### config.mk
export PLATFORM = sky130hd
export DESIGN_NAME = utf8_to_ucs2_decoder_flat
export DESIGN_NICKNAME = d
export VERILOG_FILES = /design/src/rtl/u2d_pkg.sv /design/src/rtl/u2d_in_if.sv /design/src/rtl/u2d_out_if.sv /design/src/rtl/utf8_to_ucs2_decoder.sv /design/src/flat_wrapper.sv
export SDC_FILE = /design/constraint.sdc
export NUM_CORES = 1
export LEC_CHECK = 0
export BUFFER_PORTS_ARGS = -buffer_cell sky130_fd_sc_hd__buf_2
export CORE_MARGIN = 2
export CORE_UTILIZATION = 24
export CTS_CLUSTER_SIZE = 30
export DETAILED_ROUTE_END_ITERATION = 10
export PLACE_DENSITY_LB_ADDON = 0.3
export SLEW_MARGIN = 5
export SYNTH_ARGS = -nofsm -noshare
export SYNTH_HDL_FRONTEND = slang
export SYNTH_SLANG_ARGS = --single-unit
### constraint.sdc
create_clock -name clk_i -period 1.32 [get_ports clk_i]
set_input_delay 0.396 -clock clk_i [delete_from_list [all_inputs] [get_ports clk_i]]
set_output_delay 0.396 -clock clk_i [all_outputs]
set_load 0.05 [all_outputs]
### src/rtl/u2d_pkg.sv
`timescale 1ns / 1ps

package u2d_pkg;

  // One input item: a raw byte and the end-of-buffer mark.
  typedef struct packed {
    logic [7:0] data_byte;
    logic       end_of_buffer;
  } in_t;

  // One result item.
  typedef struct packed {
    logic        emitted;
    logic [15:0] code_point;
    logic        end_of_text;
  } out_t;

  localparam int unsigned PendW   = 2;
  localparam int unsigned PartW   = 15;
  localparam int unsigned FullW   = PartW + 6;

  localparam logic [15:0] CpQuestion = 16'h003F;
  localparam logic [15:0] CpReplace  = 16'hFFFD;

  // Lead byte prefixes, compared against the top bits of the byte.
  localparam logic [2:0] Lead2Pfx = 3'b110;
  localparam logic [3:0] Lead3Pfx = 4'b1110;
  localparam logic [4:0] Lead4Pfx = 5'b11110;

  // Continuation bytes still expected after each lead kind.
  localparam logic [PendW-1:0] PendNone = 2'd0;
  localparam logic [PendW-1:0] PendOne  = 2'd1;
  localparam logic [PendW-1:0] PendTwo  = 2'd2;
  localparam logic [PendW-1:0] PendThr  = 2'd3;

endpackage

### src/rtl/u2d_in_if.sv
`timescale 1ns / 1ps

interface u2d_in_if;
  logic         valid;
  logic         ready;
  u2d_pkg::in_t data;

  modport source (output valid, output data, input ready);
  modport sink   (input valid, input data, output ready);
endinterface

### src/rtl/u2d_out_if.sv
`timescale 1ns / 1ps

interface u2d_out_if;
  logic          valid;
  logic          ready;
  u2d_pkg::out_t data;

  modport source (output valid, output data, input ready);
  modport sink   (input valid, input data, output ready);
endinterface

### src/rtl/utf8_to_ucs2_decoder.sv
`timescale 1ns / 1ps

// UTF-8 to UCS-2 stream decoder. Each accepted byte on in_i gives exactly one
// result on out_o, in order: emitted is set when the byte completes a
// character (ASCII, the last byte of a multi-byte sequence, or a bad lead
// that maps to '?'), and code_point is zero whenever emitted is clear.
// Bytes after a lead are taken as continuations without checking their top
// bits; overlong forms decode as they are, and a four-byte value above
// 0xFFFF comes out as 0xFFFD. end_of_text echoes end_of_buffer, and a
// sequence still open after that byte is dropped. Throughput is one byte per
// clock while out_o is ready: the decode is a single shallow stage between
// the sequence state and one result register, so a valid result appears in
// the cycle after the input transfer, and a new byte is taken in the same
// cycle the held result is transferred out.
module utf8_to_ucs2_decoder (
  input  logic          clk_i,
  input  logic          rst_ni,
  u2d_in_if.sink        in_i,
  u2d_out_if.source     out_o
);

  // Sequence state: continuation bytes still expected and bits so far.
  logic [u2d_pkg::PendW-1:0] bytes_pending_q, bytes_pending_d;
  logic [u2d_pkg::PartW-1:0] partial_value_q, partial_value_d;

  // Result register.
  logic          out_valid_q, out_valid_d;
  u2d_pkg::out_t out_data_q, out_data_d;

  logic                      in_xfer;
  logic [7:0]                byte_w;
  logic [u2d_pkg::FullW-1:0] full_w;
  logic [u2d_pkg::PendW-1:0] pend_dec;

  // Take a new byte whenever the result register is empty or drains now.
  assign in_i.ready = !out_valid_q || out_o.ready;
  assign in_xfer    = in_i.valid && in_i.ready;

  assign byte_w   = in_i.data.data_byte;
  assign full_w   = {partial_value_q, byte_w[5:0]};
  assign pend_dec = bytes_pending_q - u2d_pkg::PendOne;

  always_comb begin
    bytes_pending_d         = bytes_pending_q;
    partial_value_d         = partial_value_q;
    out_data_d              = out_data_q;
    out_valid_d             = out_valid_q && !out_o.ready;

    if (in_xfer) begin
      out_valid_d             = 1'b1;
      out_data_d.emitted      = 1'b0;
      out_data_d.code_point   = '0;
      out_data_d.end_of_text  = in_i.data.end_of_buffer;

      if (bytes_pending_q != u2d_pkg::PendNone) begin
        // Continuation: shift six payload bits in, no check on the prefix.
        bytes_pending_d = pend_dec;
        if (pend_dec == u2d_pkg::PendNone) begin
          out_data_d.emitted = 1'b1;
          // Anything past 16 bits is outside UCS-2: substitute.
          if (full_w[u2d_pkg::FullW-1:16] != '0) begin
            out_data_d.code_point = u2d_pkg::CpReplace;
          end else begin
            out_data_d.code_point = full_w[15:0];
          end
          partial_value_d = '0;
        end else begin
          partial_value_d = full_w[u2d_pkg::PartW-1:0];
        end
      end else if (!byte_w[7]) begin
        // ASCII passes straight through.
        out_data_d.emitted    = 1'b1;
        out_data_d.code_point = {8'h00, byte_w};
      end else if (byte_w[7:5] == u2d_pkg::Lead2Pfx) begin
        bytes_pending_d = u2d_pkg::PendOne;
        partial_value_d = {{(u2d_pkg::PartW-5){1'b0}}, byte_w[4:0]};
      end else if (byte_w[7:4] == u2d_pkg::Lead3Pfx) begin
        bytes_pending_d = u2d_pkg::PendTwo;
        partial_value_d = {{(u2d_pkg::PartW-4){1'b0}}, byte_w[3:0]};
      end else if (byte_w[7:3] == u2d_pkg::Lead4Pfx) begin
        bytes_pending_d = u2d_pkg::PendThr;
        partial_value_d = {{(u2d_pkg::PartW-3){1'b0}}, byte_w[2:0]};
      end else begin
        // Stray continuation or impossible lead.
        out_data_d.emitted    = 1'b1;
        out_data_d.code_point = u2d_pkg::CpQuestion;
      end

      // End of buffer: drop whatever sequence is still open.
      if (in_i.data.end_of_buffer) begin
        bytes_pending_d = u2d_pkg::PendNone;
        partial_value_d = '0;
      end
    end
  end

  always_ff @(posedge clk_i or negedge rst_ni) begin
    if (!rst_ni) begin
      bytes_pending_q <= u2d_pkg::PendNone;
      partial_value_q <= '0;
      out_valid_q     <= 1'b0;
    end else begin
      bytes_pending_q <= bytes_pending_d;
      partial_value_q <= partial_value_d;
      out_valid_q     <= out_valid_d;
    end
  end

  // Payload holds without reset.
  always_ff @(posedge clk_i) begin
    out_data_q <= out_data_d;
  end

  assign out_o.valid = out_valid_q;
  assign out_o.data  = out_data_q;

endmodule

### src/flat_wrapper.sv
// flat-port wrapper written by rule: the top's interface ports become plain ports
module utf8_to_ucs2_decoder_flat 
  (clk_i, rst_ni, in_i_valid, in_i_data, in_i_ready, out_o_valid, out_o_data, out_o_ready);
  u2d_in_if in_i_i ();
  u2d_out_if out_o_i ();
  input  logic clk_i;
  input  logic rst_ni;
  input wire logic [$bits(in_i_i.valid)-1:0] in_i_valid;
  input wire logic [$bits(in_i_i.data)-1:0] in_i_data;
  output wire logic [$bits(in_i_i.ready)-1:0] in_i_ready;
  output wire logic [$bits(out_o_i.valid)-1:0] out_o_valid;
  output wire logic [$bits(out_o_i.data)-1:0] out_o_data;
  input wire logic [$bits(out_o_i.ready)-1:0] out_o_ready;
  assign in_i_i.valid = in_i_valid;
  assign in_i_i.data = in_i_data;
  assign in_i_ready = in_i_i.ready;
  assign out_o_valid = out_o_i.valid;
  assign out_o_data = out_o_i.data;
  assign out_o_i.ready = out_o_ready;
  utf8_to_ucs2_decoder u_core (.clk_i(clk_i), .rst_ni(rst_ni), .in_i(in_i_i), .out_o(out_o_i));
endmodule
### Yosys cells after proc, flatten, opt, wreduce, memory -nomap -nowiden

Index checks and enable logic that the tools add are counted.
Widths: inputs -> output; s select.

| cells by class | value |
|---|---|
| $add $sub $neg | 1 |
| $mul | 0 |
| div/mod/pow operators | 0 |
| magnitude comparators | 0 |
| eq/ne operators | 3 |
| shift operators | 0 |
| mux-type cells | 21 |
| bitwise logic cells | 0 |
| reductions and logical operators | 11 |

Operator list:

| cell | count |
|---|---|
| $mux 15 | 7 |
| $mux 17 | 6 |
| $mux 16 | 1 |
| $mux 2 | 6 |
| $reduce_bool 5->1 | 2 |
| $eq 5x5->1 const B | 1 |
| $eq 4x4->1 const B | 1 |
| $eq 3x3->1 const B | 1 |
| $reduce_and 3->1 | 1 |
| $reduce_bool 3->1 | 1 |
| $logic_and 1x1->1 | 2 |
| $logic_not 1->1 | 2 |
| $logic_not 2->1 | 1 |
| $reduce_bool 2->1 | 1 |
| $sub 2x1->2 const B | 1 |
| $logic_or 1x1->1 | 1 |
| $mux 1 | 1 |

| word-level totals | value |
|---|---|
| flip-flop bits (word level) | 36 |
| latch bits | 0 |
| memory bits (writable) | 0 |
| bits in read-only memories | 0 |
| input port bits | 13 |
| output and inout bits | 20 |
| memories | 0 |

### Depth between registers and ports, before layout

Gate-level depths: netlist of run 1.

| logic depth | value |
|---|---|
| depth in word-level cells | 7 |
| mapped depth | 6 |
| mapped depth without buffers | 5 |

### Worst setup path before layout of run 1

Ideal clock, no wire load.

| timing path | value |
|---|---|
| path type | register to register |
| from | register u_core.out_valid_q, in the netlist u_core.out_o.valid |
| to | register u_core.partial_value_q[9] in the netlist's numbering |
| library setup time | 136 ps |
| arrival time | 2030 ps |
| required time | 1184 ps |
| slack | -846 ps |
| stages on the path, launching flop included | 7 |
| buffers on the path | 1 |
| clock period less this slack | 2166 ps |
| cells stage by stage | dfrtp_1 -> nand2b_1 -> nand2_1 -> buf_2 -> inv_1 -> a32oi_1 -> o21ai_0 |

| on the way | value |
|---|---|
| word-level cells in the longest chain between the ends | 4 |

RTL lines:

| what | line | RTL |
|---|---|---|
| from (decl) | utf8_to_ucs2_decoder.sv:27 | `logic out_valid_q, out_valid_d;` |
| from (signal assigned) | utf8_to_ucs2_decoder.sv:105 | `out_valid_q <= out_valid_d;` |
| $logic_not 1->1 | utf8_to_ucs2_decoder.sv:36 | `assign in_i.ready = !out_valid_q \|\| out_o.ready;` |
| $logic_or 1x1->1 | utf8_to_ucs2_decoder.sv:36 |  |
| net in_i_ready | flat_wrapper.sv:10 | `output wire logic [$bits(in_i_i.ready)-1:0] in_i_ready;` |
| $logic_and 1x1->1 | utf8_to_ucs2_decoder.sv:37 | `assign in_xfer = in_i.valid && in_i.ready;` |
| net u_core.in_xfer | utf8_to_ucs2_decoder.sv:30 | `logic in_xfer;` |
| $reduce_and 3->1 (no line) | n/a |  |
| to (signal assigned) | utf8_to_ucs2_decoder.sv:104 | `partial_value_q <= partial_value_d;` |
| to (decl) | utf8_to_ucs2_decoder.sv:24 | `logic [u2d_pkg::PartW-1:0] partial_value_q, partial_value_d;` |

The timed path passes the listed nets, and every way through them passes these cells.
A chain may end at the register's enable or synchronous reset.

### Worst setup path in the final report of run 1

| timing path | value |
|---|---|
| from | register u_core.out_valid_q, in the netlist u_core.out_o.valid |
| to | output port in_i_ready |

| on the way | value |
|---|---|
| word-level cells in the longest chain between the ends | 2 |

RTL lines:

| what | line |
|---|---|
| $logic_not 1->1 | utf8_to_ucs2_decoder.sv:36 |
| $logic_or 1x1->1 | utf8_to_ucs2_decoder.sv:36 |
| to (decl) | flat_wrapper.sv:10 |

Every way passes these cells.

==> results of run 1 <==
[layout by cell type, fill, tap and decap left out, types with 2 or more instances in the layout]
cell type,synthesis,layout
a21o_1,6,5
a22o_1,12,12
a32o_1,2,2
buf_12,0,2
buf_2,2,31
buf_4,0,26
buf_6,1,5
clkbuf_8,0,5
clkinv_2,0,2
dfrtp_1,18,16
dfrtp_2,0,2
edfxtp_1,18,18
inv_1,3,2
nand2_1,5,3
nand2_2,1,3
nand2b_1,3,2
nor2_1,5,4
nor3_2,1,2
o21a_1,9,9
o21ai_0,6,4
o21ai_1,1,3
[metrics by stage]
stage          cell area, sq um   util
4_1_cts                    2160  0.346
3_5_place_dp               2010  0.321
5_1_grt                    2250  0.361
6_report                   2250  0.361
2_1_floorplan              1560      -
3_3_place_gp               2010  0.321
[logic make-up (layout without fill, tap and decap cells)]
kind of cell	Yosys count	in the layout	share of synthesized area
DFF	36	36	0.648
and+or+nand+nor	25	25	0.0932
buffers and inverters	9	77	0.0286
AOI/OAI and AO/OA	45	45	0.231
[state kept, by name, summed over array words and instances (netlist names)]
signal                  count
u_core.out_o.data          18
u_core.partial_value_q     15
u_core.bytes_pending_q      2
u_core.out_o.valid          1
[area by class of cell]
| cell class | count | area (sq um) | share of cell area |
|---|---|---|---|
| sequential | 36 | 993 | 0.441 |
| multi-input combinational | 70 | 581 | 0.257 |
| timing repair buffer | 66 | 487 | 0.216 |
| tap | 77 | 96.3 | 0.0427 |
| clock buffer | 5 | 68.8 | 0.0305 |
| inverter | 3 | 15.0 | 0.00666 |
| clock inverter | 3 | 13.8 | 0.00610 |
[metal layers]
| metal | vias to the layer above | track usage | wire length, um |
|---|---|---|---|
| met5 | - | 0 | 0 |
| met4 | 0 | 0.0440 | 46 |
| met3 | 5 | 0.0277 | 209 |
| met2 | 36 | 0.170 | 1690 |
| met1 | 576 | 0.148 | 1750 |
| li1 | 579 | - | - |
[path summary, 6_finish.rpt]
kind / cells past startpoint / endpoint / startpoint
setup reg to reg: 5 / u_core.out_o.data[1] / u_core.bytes_pending_q[1]
max in group asynchronous: 1 / u_core.out_o.valid / rst_ni
setup / recovery: 3 / in_i_ready / u_core.out_o.valid
hold / removal: 1 / u_core.bytes_pending_q[1] / rst_ni
min in group clk_i: 2 / u_core.out_o.valid / in_i_valid
hold reg to reg: 1 / u_core.partial_value_q[12] / u_core.partial_value_q[12]
[report_power, final]
group	total, mW	leakage [nW]	switching (mW)	internal (mW)
Sequential	1.39	0.417	0.0766	1.31
Clock	0.744	0.0453	0.386	0.358
Combinational	0.915	0.537	0.526	0.389
Total	3.05	0.999	0.989	2.06
[repair_timing]
item | in CTS | in global routing
hold buffers | 0 | 0
cloned | 0 | 1
pin swaps | 4 | 3
setup endpoints to repair | 38 | 48
setup buffers | 1 | 3
resized for setup | 15 | 9
==> flow_metrics.py, run 1 <==
metrics = {
    "power_and_ir_drop": {
        "p_per_area_mw_per_mm2": 1350,
        "ir_worst_vdd_v": 0.000660,
        "cellLeakagePower_nw": 0.999,
        "finalPower_mw": 3.05,
    },
    "global_routing": {
        "gr-total-overflow": 0,
        "grt_usage": 0.110,
        "grt_pass1_wl_um": 6070,
        "grt_pass1_vias": 1199,
        "antenna_found_initial": 0,
        "grt_max_degree": 19,
    },
    "logic_synthesis": {
        "yosysUniqueCellTypes": 34,
        "synthTopCellsByCount": "dfrtp_1, edfxtp_1, a22o_1",
        "synth_top_area_cell": "edfxtp_1",
        "synth_edf_count": 18,
        "synth_cells": 115,
        "synth_area_sq_mm": 0.00153,
        "synth_top_flop_cell": "edfxtp_1",
        "ys_ff_latch": 36,
        "async_flop_share": 0.500,
        "synth_top_area_share": 0.353,
        "synth_fp_nets": 128,
        "ys_warn_count": 0,
        "yosys-top-cells-area": "edfxtp_1, dfrtp_1, a22o_1",
        "ys_seq_area_frac": 0.648,
        "avgSynthCellArea_sq_um": 13.3,
    },
    "placement": {
        "port-buffer-count": 32,
        "dp_cells": 247,
        "pre_cts_ws_ns": -0.374,
        "place_hpwl_um": 2570,
        "gp_congestion": 0.761,
    },
    "routing": {
        "drtIter0Drc": 62,
        "routedWlPerCell_um": 14.2,
        "first_pass_iters": 4,
        "ant_nets": 0,
        "vias": 1196,
        "drc": 0,
        "vias_per_cell": 4.60,
        "wirelength_um": 3700,
    },
    "sta": {
        "period_share": 1.07,
        "slew_violations": 0,
        "tightest_slew_ns": 0.406,
        "slew_headroom": 0.729,
        "whs_ns": 0.0286,
        "setup_viol": 27,
        "grt_setup_unrepaired": "yes",
        "period_minus_slack_ns": 1.41,
        "hold_viol": 0,
        "max_clock_freq_mhz": 709,
        "skew_ns": 0.00733,
        "finalSetupTns_ns": -0.921,
        "fin_ws_ns": -0.0903,
    },
    "setup_path": {
        "reg2reg_slack_ns": -0.07,
        "cp-end-kind": "primary output",
        "required_ns": 0.92,
        "cp-start-kind": "flop",
        "critPathTopFamily": "flip-flops",
        "path_max_fanout": 2,
        "crit_slowest_cell": "dfrtp_2",
        "worstSetupPathType": "reg -> out",
        "critPathArrivalTime_ns": 1.01,
        "slowest_delay_ns": 0.42,
        "crit_buf_inv": 2,
        "crit_path_cell_trace": "nand2b_4 -> buf_6 -> buf_8",
    },
    "clock_tree": {
        "clock_latency_ns": 0.29,
        "path_clk_slew_ns": 0.07,
        "root_buffer": "clkbuf_8",
        "numCtsBuffers": 5,
        "tritoncts": "built",
        "ctsLongestPathBuffers": 2,
        "htreeDepth": 2,
        "clock_sinks": 36,
    },
    "final_layout": {
        "fillers": 625,
        "n_antenna_cell": 0,
        "final_nets": 195,
        "drive_above_1_share": 0.508,
        "area_growth_pct": 47.3,
        "final-instance-count-excl-fill": 260,
    },
    "floorplanning": {
        "die-area_sq_mm": 0.00703,
        "rows": 29,
        "initial_core_util": 0.245,
        "core_area_sq_mm": 0.00624,
        "pin_count": 33,
        "die_y_um": 83.9,
        "die_w_um": 83.9,
    },
    "run": {
        "drv_cap": 0,
    },
    "run_status": {
        "status": "finished with violations",
        "violations": "negative setup slack",
    },
    "worst_hold_path": {
        "hold_path.class": "in -> async",
    },
}
Note: power is estimated with default switching activity, not from simulation.
==> inputs of run 2 (changes only) <==
- RECOVER_POWER: unset -> 50
==> run 2 against run 1 <==
Net effect:
- the run still ends with negative setup slack left
- hold slack gained 0.21 ns
- clock power is essentially flat
- non-clock buffer count unchanged
- die area unchanged
- clock skew increased by 0.00089 ns
- critical path type unchanged
- largest cell class unchanged
- highest routed layer unchanged
==> flow_metrics.py, run 2 (same netlist as run 1, synthesis figures left out) <==
metrics = {
    "sta": {
        "slew_headroom": 0.351,
        "fin_ws_ns": -0.0905,
        "period_minus_slack_ns": 1.41,
        "setup_viol": 27,
        "whs_ns": 0.239,
        "finalSetupTns_ns": -0.914,
        "skew_ns": 0.00822,
        "max_clock_freq_mhz": 709,
        "hold_viol": 0,
        "slew_violations": 0,
        "tightest_slew_ns": 0.974,
        "grt_setup_unrepaired": "yes",
        "period_share": 1.07,
    },
    "power_and_ir_drop": {
        "p_per_area_mw_per_mm2": 1350,
        "cellLeakagePower_nw": 0.994,
        "switchingPower_mw": 0.991,
        "ir_worst_vdd_v": 0.000659,
        "p_int_mw": 2.06,
        "finalPower_mw": 3.05,
        "power_frac_clock": 0.245,
        "pwr-share-comb": 0.300,
        "p_sw_frac": 0.325,
        "p_seq_frac": 0.455,
    },
    "global_routing": {
        "grt_usage": 0.110,
        "grt_pass1_vias": 1199,
        "antenna_found_initial": 0,
        "grt_max_degree": 19,
        "gr-total-overflow": 0,
        "grt_pass1_wl_um": 6070,
    },
    "setup_path": {
        "r2r_cells": 5,
        "r2r-end": "u_core.out_o.data[1]",
        "path_max_fanout": 2,
        "worstSetupPathType": "reg -> out",
        "critPathTopFamily": "flip-flops",
        "cp-start-kind": "flop",
        "slowest_delay_ns": 0.42,
        "crit_path_cell_trace": "nand2b_4 -> buf_6 -> buf_8",
        "crit_buf_inv": 2,
        "timing.rr.start": "u_core.bytes_pending_q[1]",
        "reg2reg_slack_ns": -0.07,
        "cp-end-kind": "primary output",
        "crit_slowest_cell": "dfrtp_2",
        "critPathArrivalTime_ns": 1.01,
        "required_ns": 0.92,
    },
    "placement": {
        "dp_cells": 247,
        "place_hpwl_um": 2570,
        "gp_congestion": 0.761,
        "pre_cts_ws_ns": -0.374,
        "port-buffer-count": 32,
        "placed_area_sq_mm": 0.00201,
    },
    "clock_tree": {
        "root_buffer": "clkbuf_8",
        "path_clk_slew_ns": 0.07,
        "numCtsBuffers": 5,
        "clock_sinks": 36,
        "tritoncts": "built",
        "ctsLongestPathBuffers": 2,
        "clock_latency_ns": 0.29,
        "htreeDepth": 2,
    },
    "final_layout": {
        "largest_register_ffs": 18,
        "layout_common_cells": "buf_2, buf_4, edfxtp_1",
        "layout_commonest_cell": "buf_2",
        "design_area_sq_mm": 0.00225,
        "n_antenna_cell": 0,
        "drive_above_1_share": 0.497,
        "fin_util": 0.361,
        "final-instance-count-excl-fill": 260,
        "final_nets": 195,
        "fillers": 625,
        "area_growth_pct": 47.2,
    },
    "routing": {
        "wirelength_um": 3690,
        "drc": 0,
        "routedWlPerCell_um": 14.2,
        "vias_per_cell": 4.62,
        "vias": 1200,
        "first_pass_iters": 4,
        "ant_nets": 0,
        "drtIter0Drc": 62,
    },
    "floorplanning": {
        "die_w_um": 83.9,
        "die-area_sq_mm": 0.00703,
        "rows": 29,
        "initial_core_util": 0.245,
        "core_area_sq_mm": 0.00624,
        "pin_count": 33,
        "die_y_um": 83.9,
    },
    "run": {
        "drv_cap": 0,
    },
    "run_status": {
        "status": "finished with violations",
        "violations": "negative setup slack",
    },
    "worst_hold_path": {
        "hold_path.class": "in -> async",
    },
}
[run 2: cell count changes in the layout (fill, tap and decap cells not counted)]
| cell | delta |
|---|---|
| buf_2 | -2 |
| clkbuf_1 | +2 |
[run 2: worst max-delay path by stage]
stage,startpoint,end,slack [ns],cells past startpoint
3_3_place_gp,in_i_data[6],u_core.partial_value_q[6],-0.36,5
4_1_cts,u_core.out_o.valid,in_i_ready,-0.10,3
6_report,u_core.out_o.valid,in_i_ready,-0.09,3
3_5_place_dp,in_i_data[6],u_core.partial_value_q[14],-0.37,5
5_1_grt,u_core.out_o.valid,in_i_ready,-0.14,3
2_1_floorplan,u_core.out_o.valid,u_core.partial_value_q[9],-0.36,6
[run 2: power groups by stage]
stage	logic (mW)	registers, mW	clock network (mW)
after CTS	0.857	1.38	0.760
after global routing	0.987	1.40	0.799
after global placement	0.792	1.40	0
after floorplan	0.324	1.56	0
after detailed placement	0.800	1.40	0
final	0.915	1.39	0.746
[run 2: final cells by class]
type                            instances  area, sq um  area share
Clock buffer                            5         68.8      0.0306
Clock inverter                          3         13.8     0.00611
Inverter                                3         15.0     0.00667
Multi-Input combinational cell         70          581       0.258
Sequential cell                        36          993       0.441
Tap cell                               77         96.3      0.0428
Timing Repair Buffer                   66          484       0.215
[run 2: layer usage]
metal | share of wire | up-vias | wire length [um] | GRT usage
met2 | 0.46 | 40 | 1690 | 0.170
li1 | - | 578 | - | -
met1 | 0.47 | 577 | 1740 | 0.148
met3 | 0.058 | 5 | 215 | 0.0277
met4 | 0.012 | 0 | 46 | 0.0440
met5 | 0 | - | 0 | 0
[run 2: repair_timing]
item,in CTS,in global routing
setup buffers,1,3
cloned,0,1
gates resized for setup,15,9
hold buffers,0,0
pin swaps,4,3
endpoints found under the setup margin,38,48
